`src/dcm_pkg.sv`:
```
// ----------------------------------------------------------------------------
// dcm_pkg
// Shared types and constants for the decimating channel mean core.
// ----------------------------------------------------------------------------
package dcm_pkg;

  localparam int WORD_W     = 16;
  localparam int CNT_W      = 6;
  localparam int SPAD_W     = 5;
  localparam int DECIM_W    = 5;
  localparam int CFG_IDX_W  = 2;
  localparam int CFG_DATA_W = 6;

  localparam logic [CNT_W-1:0]   CHANNEL_COUNT_RST   = 6'd8;
  localparam logic [SPAD_W-1:0]  SPAD_PAIR_COUNT_RST = 5'd0;
  localparam logic [DECIM_W-1:0] DECIM_LOG2_RST      = 5'd10;

  typedef enum logic [CFG_IDX_W-1:0] {
    CFG_CHANNEL_COUNT   = 2'd0,
    CFG_SPAD_PAIR_COUNT = 2'd1,
    CFG_DECIM_LOG2      = 2'd2
  } cfg_index_t;

  // What the framer says about the word at the head of the stream.
  typedef struct packed {
    logic is_chan;  // word belongs to an averaged channel
    logic emit;     // word is part of a window's last sample
    logic last;     // final word of the sample
  } frame_flags_t;

endpackage

```
`src/dcm_framer.sv`:
```
// ----------------------------------------------------------------------------
// dcm_framer
// Tracks word position within a sample and sample index within a window.
// ----------------------------------------------------------------------------
module dcm_framer #(
  parameter int POS_W = 7,
  parameter int SIW   = 16,
  parameter int SH_W  = 5
) (
  input  logic                  clk,
  input  logic                  rst,
  input  logic                  restart,
  input  logic                  advance,
  input  logic [POS_W-1:0]      eff_ch,
  input  logic [POS_W-1:0]      width,
  input  logic [SH_W-1:0]       eff_sh,
  output logic [POS_W-1:0]      pos,
  output dcm_pkg::frame_flags_t flags
);
  import dcm_pkg::*;

  logic [POS_W-1:0] word_position;
  logic [SIW-1:0]   sample_index;
  logic [SIW:0]     one_sh;
  logic [SIW-1:0]   last_idx;
  logic             last_sample;
  logic [POS_W-1:0] pos_inc;
  logic             wrap;

  always_comb begin
    pos           = (word_position >= width) ? '0 : word_position;
    one_sh        = (SIW+1)'(1) << eff_sh;
    last_idx      = SIW'(one_sh - 1'b1);
    last_sample   = sample_index >= last_idx;
    flags.is_chan = pos < eff_ch;
    flags.emit    = last_sample;
    flags.last    = pos == (width - 1'b1);
    pos_inc       = pos + 1'b1;
    wrap          = pos_inc >= width;
  end

  always_ff @(posedge clk) begin
    if (rst || restart) begin
      word_position <= '0;
      sample_index  <= '0;
    end else if (advance) begin
      word_position <= wrap ? '0 : pos_inc;
      // step the window only once the whole sample has gone by
      if (wrap) begin
        sample_index <= last_sample ? '0 : sample_index + 1'b1;
      end
    end
  end

endmodule

```
`src/decimating_channel_mean_core.sv`:
```
// ----------------------------------------------------------------------------
// decimating_channel_mean_core
// Boxcar decimating average over an interleaved stream of 16-bit words.
// ----------------------------------------------------------------------------
// Takes one stream word per clock while the output does not stall it: the
// only loop is the read-add-write of a channel's running sum, which a two-stage
// pipeline (sum memory read, then add and write back with forwarding) closes
// for back-to-back words. A result passes the s1 stage register and then waits
// in an output register, so input keeps flowing while it is held unless the
// next word also has a result to give. Only words of a
// window's last sample produce results; the output
// frame has the layout of one sample and its final word carries frame_last.
// Sums start at zero after reset and after any register write through valid
// bits, so there is no clearing pass. Write registers only while idle.
// ----------------------------------------------------------------------------
module decimating_channel_mean_core #(
  parameter int MAX_CHANNELS   = 32,
  parameter int MAX_SPAD_PAIRS = 16,
  parameter int MAX_DECIM_LOG2 = 16
) (
  input  logic                                  clk,
  input  logic                                  rst,
  input  logic                                  cfg_valid,
  output logic                                  cfg_ready,
  input  logic [dcm_pkg::CFG_IDX_W-1:0]         cfg_index,
  input  logic [dcm_pkg::CFG_DATA_W-1:0]        cfg_data,
  input  logic                                  sample_valid,
  output logic                                  sample_ready,
  input  logic signed [dcm_pkg::WORD_W-1:0]     sample_word,
  output logic                                  result_valid,
  input  logic                                  result_ready,
  output logic signed [dcm_pkg::WORD_W-1:0]     out_word,
  output logic                                  frame_last
);
  import dcm_pkg::*;

  localparam int MAXW  = MAX_CHANNELS + 2 * MAX_SPAD_PAIRS;
  localparam int POS_W = $clog2(MAXW + 1);
  localparam int CH_AW = (MAX_CHANNELS > 1) ? $clog2(MAX_CHANNELS) : 1;
  localparam int SIW   = MAX_DECIM_LOG2;
  localparam int SH_W  = $clog2(MAX_DECIM_LOG2 + 1);
  localparam int SUM_W = WORD_W + MAX_DECIM_LOG2;

  // configuration
  logic [CNT_W-1:0]   channel_count;
  logic [SPAD_W-1:0]  spad_pair_count;
  logic [DECIM_W-1:0] decim_log2;
  logic               restart;
  logic [POS_W-1:0]   eff_ch;
  logic [POS_W-1:0]   eff_sp;
  logic [POS_W-1:0]   width;
  logic [SH_W-1:0]    eff_sh;

  // framing
  logic               in_xfer;
  logic [POS_W-1:0]   in_pos;
  logic [CH_AW-1:0]   in_idx;
  frame_flags_t       in_flags;

  // sum stage
  logic                     s1_valid;
  logic                     s1_adv;
  logic signed [WORD_W-1:0] s1_word;
  logic [CH_AW-1:0]         s1_idx;
  frame_flags_t             s1_flags;
  logic [SUM_W-1:0]         rd_data;
  logic                     rd_vld;
  logic                     fwd_hit;
  logic [SUM_W-1:0]         fwd_data;
  logic [SUM_W-1:0]         s1_base;
  logic signed [SUM_W-1:0]  s1_sum;
  logic signed [SUM_W-1:0]  s1_shifted;
  logic [SUM_W-1:0]         s1_wdata;
  logic                     out_free;

  logic [SUM_W-1:0]        sums [MAX_CHANNELS];
  logic [MAX_CHANNELS-1:0] sum_vld;

  assign cfg_ready = 1'b1;

  always_comb begin
    restart = 1'b0;
    if (cfg_valid) begin
      case (cfg_index_t'(cfg_index))
        CFG_CHANNEL_COUNT:   restart = 1'b1;
        CFG_SPAD_PAIR_COUNT: restart = 1'b1;
        CFG_DECIM_LOG2:      restart = 1'b1;
        default:             restart = 1'b0;
      endcase
    end
  end

  always_ff @(posedge clk) begin
    if (rst) begin
      channel_count   <= CHANNEL_COUNT_RST;
      spad_pair_count <= SPAD_PAIR_COUNT_RST;
      decim_log2      <= DECIM_LOG2_RST;
    end else if (cfg_valid) begin
      case (cfg_index_t'(cfg_index))
        CFG_CHANNEL_COUNT:   channel_count   <= cfg_data[CNT_W-1:0];
        CFG_SPAD_PAIR_COUNT: spad_pair_count <= cfg_data[SPAD_W-1:0];
        CFG_DECIM_LOG2:      decim_log2      <= cfg_data[DECIM_W-1:0];
        default:             ;
      endcase
    end
  end

  // clamp registers to the built ranges
  always_comb begin
    if (channel_count == '0) begin
      eff_ch = POS_W'(1);
    end else if (32'(channel_count) > MAX_CHANNELS) begin
      eff_ch = POS_W'(MAX_CHANNELS);
    end else begin
      eff_ch = POS_W'(channel_count);
    end
    if (32'(spad_pair_count) > MAX_SPAD_PAIRS) begin
      eff_sp = POS_W'(MAX_SPAD_PAIRS);
    end else begin
      eff_sp = POS_W'(spad_pair_count);
    end
    if (32'(decim_log2) > MAX_DECIM_LOG2) begin
      eff_sh = SH_W'(MAX_DECIM_LOG2);
    end else begin
      eff_sh = SH_W'(decim_log2);
    end
    width = eff_ch + (eff_sp << 1);
  end

  dcm_framer #(
    .POS_W (POS_W),
    .SIW   (SIW),
    .SH_W  (SH_W)
  ) u_framer (
    .clk     (clk),
    .rst     (rst),
    .restart (restart),
    .advance (in_xfer),
    .eff_ch  (eff_ch),
    .width   (width),
    .eff_sh  (eff_sh),
    .pos     (in_pos),
    .flags   (in_flags)
  );

  assign in_idx       = in_pos[CH_AW-1:0];
  assign out_free     = !result_valid || result_ready;
  assign s1_adv       = s1_valid && (!s1_flags.emit || out_free);
  assign sample_ready = !s1_valid || s1_adv;
  assign in_xfer      = sample_valid && sample_ready;

  always_comb begin
    s1_base    = fwd_hit ? fwd_data : (rd_vld ? rd_data : '0);
    s1_sum     = s1_base + SUM_W'(s1_word);
    s1_shifted = s1_sum >>> eff_sh;
    s1_wdata   = s1_flags.emit ? '0 : s1_sum;
  end

  always_ff @(posedge clk) begin
    if (rst) begin
      s1_valid <= 1'b0;
      fwd_hit  <= 1'b0;
    end else begin
      if (in_xfer) begin
        s1_valid <= 1'b1;
        // bypass a write to the same channel landing at this edge
        fwd_hit  <= s1_adv && s1_flags.is_chan && in_flags.is_chan && (s1_idx == in_idx);
      end else if (s1_adv) begin
        s1_valid <= 1'b0;
      end
    end
  end

  always_ff @(posedge clk) begin
    if (in_xfer) begin
      s1_word  <= sample_word;
      s1_idx   <= in_idx;
      s1_flags <= in_flags;
      fwd_data <= s1_wdata;
      rd_vld   <= sum_vld[in_idx];
    end
  end

  // running sum memory
  always_ff @(posedge clk) begin
    if (in_xfer) begin
      rd_data <= sums[in_idx];
    end
    if (s1_adv && s1_flags.is_chan) begin
      sums[s1_idx] <= s1_wdata;
    end
  end

  always_ff @(posedge clk) begin
    if (rst || restart) begin
      sum_vld <= '0;
    end else if (s1_adv && s1_flags.is_chan) begin
      sum_vld[s1_idx] <= 1'b1;
    end
  end

  // output register
  always_ff @(posedge clk) begin
    if (rst) begin
      result_valid <= 1'b0;
    end else if (s1_adv && s1_flags.emit) begin
      result_valid <= 1'b1;
    end else if (result_ready) begin
      result_valid <= 1'b0;
    end
  end

  always_ff @(posedge clk) begin
    if (s1_adv && s1_flags.emit) begin
      out_word   <= s1_flags.is_chan ? s1_shifted[WORD_W-1:0] : s1_word;
      frame_last <= s1_flags.last;
    end
  end

endmodule

```
`config.mk`:
```
export PLATFORM = sky130hd
export DESIGN_NAME = decimating_channel_mean_core
export DESIGN_NICKNAME = d
export VERILOG_FILES = /design/src/dcm_pkg.sv /design/src/dcm_framer.sv /design/src/decimating_channel_mean_core.sv
export SDC_FILE = /design/constraint.sdc
export NUM_CORES = 2
export LEC_CHECK = 0
export ABC_AREA = 1
export BUFFER_PORTS_ARGS = -buffer_cell sky130_fd_sc_hd__buf_2
export CORE_ASPECT_RATIO = 1.25
export CORE_MARGIN = 4
export CORE_UTILIZATION = 30
export DETAILED_ROUTE_END_ITERATION = 16
export GPL_TIMING_DRIVEN = 1
export PLACE_DENSITY = 0.43
export SLEW_MARGIN = 15
export SYNTH_ARGS = -nofsm -noshare
export SYNTH_HDL_FRONTEND = slang
export SYNTH_SLANG_ARGS = --single-unit
```
`constraint.sdc`:
```
create_clock -name clk -period 4.9 [get_ports clk]
set_input_delay 0.245 -clock clk [delete_from_list [all_inputs] [get_ports clk]]
set_output_delay 0.245 -clock clk [all_outputs]
set_load 0.05 [all_outputs]
```
==> run_results.csv <==
group,metric,value,unit
outcome,status,"finished clean",
detailed_routing,drt_first_pass_iters,6,
global_routing,overflow,0,
clock_network,clkSinkCount,1204,
global_routing,antenna_found_initial,3,
critical_path,endpoint_kind,"flip-flop",
floorplan,num_io_pins,49,
synthesis,ys_seq_area_share,66.3,%
synthesis,syn_area,53400,um2
sta,setup_viol,0,
floorplan,start_util,30.3,%
synthesis,synth_edf_count,1130,
power_and_ir_drop,switchingPower,5.77,mW
synthesis,synth_flop_cell,"edfxtp_1",
global_routing,grt_pass1_vias,36000,
floorplan,die_x,386,um
critical_path,rr_startpoint,"channel_count[3]",
critical_path,cpMostUsedCell,"nand2_1",
power_and_ir_drop,seq_power_share,50.8,%
sta,fin_skew,28.0,ps
critical_path,arrival,5210,ps
sta,period_share,93.6,%
worst_hold_path,holdCritStartpoint,"sample_word[11]",
floorplan,rows,172,
critical_path,cp_max_fo,7,
final_layout,final_cells,7261,
floorplan,core_area,176000,um2
detailed_routing,drtIter0Drc,3026,
detailed_routing,wl_per_cell,24.6,um
clock_network,htreeDepth,3,
synthesis,ys_warn_count,0,
detailed_routing,drc,0,
synthesis,ys_async_sr_fraction,0,%
clock_network,cts_made_buffers,117,
power_and_ir_drop,p_clk_share,38.8,%
critical_path,r2r_slack,320,ps
global_routing,grt_pass1_wl,257000,um
detailed_routing,antenna_violating_nets_post_route,0,
placement,gp_congestion,0.889,
clock_network,clk_path_buf_depth,3,
global_routing,grt_max_degree,127,
critical_path,crit_start,"channel_count[3]",
power_and_ir_drop,p_leak,22.1,nW
synthesis,synth.avg_cell_area,11.4,um2
critical_path,startpoint_type,"flip-flop",
critical_path,critical_path_class,"flip-flop to flip-flop",
synthesis,yosysUniqueCellTypes,50,
global_routing,grt_usage,18.9,%
final_layout,area_growth,15.6,%
clock_network,clk_latency,760,ps
run,cap_violations,0,
final_layout,drive_above_1_share,13.7,%
placement,numPortBuffers,47,
critical_path,crit_required,5530,ps
synthesis,syn_nets,4800,
sta,holdWs,212,ps
final_layout,nFillCells,17500,
placement,dpl.hpwl,101000,um
critical_path,critical_path.max_stage_delay,550,ps
sta,relSlewSlack,34.1,%
power_and_ir_drop,peakVddDrop,0.000283,V
sta,fmax,218,MHz
synthesis,ys_ff_latch,1204,
critical_path,slowest_stage,"fa_2",
detailed_routing,num_vias,36800,
placement,dp.cells,6997,
clock_network,clk_pin_slew,60,ps
power_and_ir_drop,pwr-share-comb,10.4,%
clock_network,cts_root_buf,"clkbuf_16",
power_and_ir_drop,switching_share,25.0,%
sta,final_hold_viol_count,0,
clock_network,cts_tree,"built",
power_and_ir_drop,powerDensity,374,nW/um2
detailed_routing,wl,178000,um
sta,min_period,4580,ps
final_layout,layout.nets,4913,
synthesis,postSynthCellCount,4696,
floorplan,die-area,185000,um2
worst_hold_path,hold_class,"input pin to flip-flop",
sta,drv_slew,0,
sta,worstMarginPinSlew,980,ps
detailed_routing,viasPerCell,5.07,
floorplan,die_h,480,um
power_and_ir_drop,power_report.internal_total,17.3,mW
final timing paths:
kind | endpoint | depth (start not counted)
worst max-delay path | u_framer.sample_index[6] | 32
worst min register to register | sum_vld[0] | 2
worst min-delay path | s1_word[11] | 2
worst max register to register | u_framer.sample_index[6] | 32
registers in the layout (all words and copies together), names as in the netlist:
register,cells
channel_count,6
decim_log2,5
frame_last,1
fwd_data,32
fwd_hit,1
out_word,16
rd_data,32
rd_vld,1
result_valid,1
s1_flags,3
s1_idx,5
s1_valid,1
s1_word,16
spad_pair_count,5
sum_vld,32
sums,1024
u_framer.sample_index,16
u_framer.word_position,7
worst max-delay path: cells and delay by family, from the launching register on:
kind,cells,cell delay [ps]
adders and majority gates,5,1560
and+or+nand+nor,16,1410
AOI/OAI and AO/OA,5,690
buffers and inverters,6,520
DFF,1,310
synthesized netlist by cell type, types with 3 or more instances:
cell type | n | area (um2)
a21boi_0 | 7 | 52.6
a21o_1 | 4 | 30.0
a21oi_1 | 168 | 841
a22o_1 | 31 | 272
a31oi_1 | 16 | 100
buf_1 | 34 | 128
buf_2 | 75 | 375
buf_4 | 17 | 128
buf_6 | 6 | 67.6
clkbuf_1 | 144 | 541
clkinv_1 | 5 | 18.8
dfxtp_1 | 74 | 1480
edfxtp_1 | 1130 | 33900
ha_1 | 73 | 913
inv_1 | 299 | 1120
inv_2 | 3 | 11.3
nand2_1 | 716 | 2690
nand2_4 | 4 | 45.0
nand3_1 | 571 | 2860
nand4_1 | 27 | 169
nor2_1 | 227 | 852
nor2_2 | 4 | 25.0
nor3_1 | 18 | 90.1
nor4_1 | 5 | 31.3
o211ai_1 | 306 | 2300
o21a_1 | 3 | 22.5
o21ai_0 | 293 | 1470
o21ai_1 | 20 | 100
o21bai_1 | 7 | 52.6
o22ai_1 | 36 | 225
or2_0 | 131 | 820
or2_2 | 171 | 1070
xnor2_1 | 19 | 166
xor2_1 | 28 | 245
repair_timing:
| action | 4_1_cts | 5_1_grt |
|---|---|---|
| resized for setup | 0 | 23 |
| endpoints found under the hold margin | 38 | 0 |
| buffers inserted | 0 | 8 |
| hold buffers | 32 | 0 |
| endpoints found under the setup margin | 0 | 39 |
final cells by class:
type | instances | area, um2 | share of cell area, %
clock inverter | 70 | 571 | 0.924
inverter | 307 | 1180 | 1.92
antenna | 2 | 5.00 | 0.00810
tap | 2349 | 2940 | 4.76
multi-input combinational | 2909 | 16100 | 26.1
timing repair buffer | 270 | 2410 | 3.91
sequential | 1204 | 35400 | 57.4
clock buffer | 150 | 3130 | 5.06
logic make-up (layout without fill, tap and decap cells):
kind of cell,after synthesis,in the layout,synth area share [%]
xor gates and xnor gates,47,47,0.770
other,1,3,0.00702
buffers and inverters,584,797,4.48
and+or+nand+nor,1885,1886,16.3
adders and majority gates,75,75,1.78
AOI/OAI and AO/OA,900,900,10.4
DFF,1204,1204,66.3
metrics by stage:
step | utilization [%] | setup slack (ps) | instance area, um2 | power, mW | setup TNS [ps]
final | 35.0 | 316 | 61800 | 23.1 | 0
after global routing | 35.0 | -4.49 | 61800 | 23.9 | -4.49
after CTS | 34.9 | 16.9 | 61600 | 23.3 | 0
after detailed placement | 32.6 | 71.2 | 57600 | 14.3 | 0
after global placement | 32.6 | 108 | 57600 | 14.3 | 0
after floorplan | - | 20.0 | 53500 | 13.4 | 0
layout by cell type, fill, tap and decap left out, types with 5 or more instances in the layout:
| master | netlist | layout |
|---|---|---|
| inv_6 | 0 | 5 |
| a21boi_0 | 7 | 5 |
| a31oi_1 | 16 | 16 |
| xnor2_1 | 19 | 19 |
| xor2_1 | 28 | 27 |
| buf_2 | 75 | 47 |
| o21ai_1 | 20 | 21 |
| nand4_1 | 27 | 27 |
| a21oi_1 | 168 | 151 |
| dfxtp_1 | 74 | 70 |
| o21bai_1 | 7 | 7 |
| clkinv_1 | 5 | 36 |
| o21ai_0 | 293 | 292 |
| dlygate4sd3_1 | 0 | 32 |
| nor2_2 | 4 | 16 |
| a21oi_2 | 1 | 17 |
| nor3_1 | 18 | 9 |
| clkbuf_16 | 0 | 121 |
| bufinv_16 | 0 | 9 |
| nor2_1 | 227 | 184 |
| o22ai_1 | 36 | 36 |
| nor3_2 | 0 | 9 |
| nand3_1 | 571 | 571 |
| edfxtp_1 | 1130 | 1130 |
| nand2_1 | 716 | 713 |
| o211ai_1 | 306 | 306 |
| clkbuf_1 | 144 | 29 |
| or2_2 | 171 | 171 |
| a22o_1 | 31 | 31 |
| or2_0 | 131 | 131 |
| clkinv_2 | 0 | 21 |
| buf_12 | 0 | 32 |
| inv_1 | 299 | 297 |
| ha_1 | 73 | 70 |
| buf_4 | 17 | 157 |
| nor4_1 | 5 | 5 |
| nor2_4 | 1 | 32 |
power by group through the flow:
stage	clock, mW	sequential, mW	combinational (mW)
finish	8.94	11.7	2.40
global route	9.56	11.7	2.66
CTS	9.18	11.7	2.39
detailed placement	0	11.9	2.36
global placement	0	11.9	2.36
floorplan	0	11.9	1.42
metal layers:
| metal | vias up | global-route usage (%) | share of wire [%] |
|---|---|---|---|
| li1 | 17100 | - | - |
| met1 | 18600 | 25.3 | 44 |
| met2 | 912 | 32.2 | 49 |
| met3 | 211 | 2.05 | 4.2 |
| met4 | 0 | 5.58 | 2.6 |
| met5 | - | 0 | 0 |
Note: power is estimated with default switching activity, not from simulation.
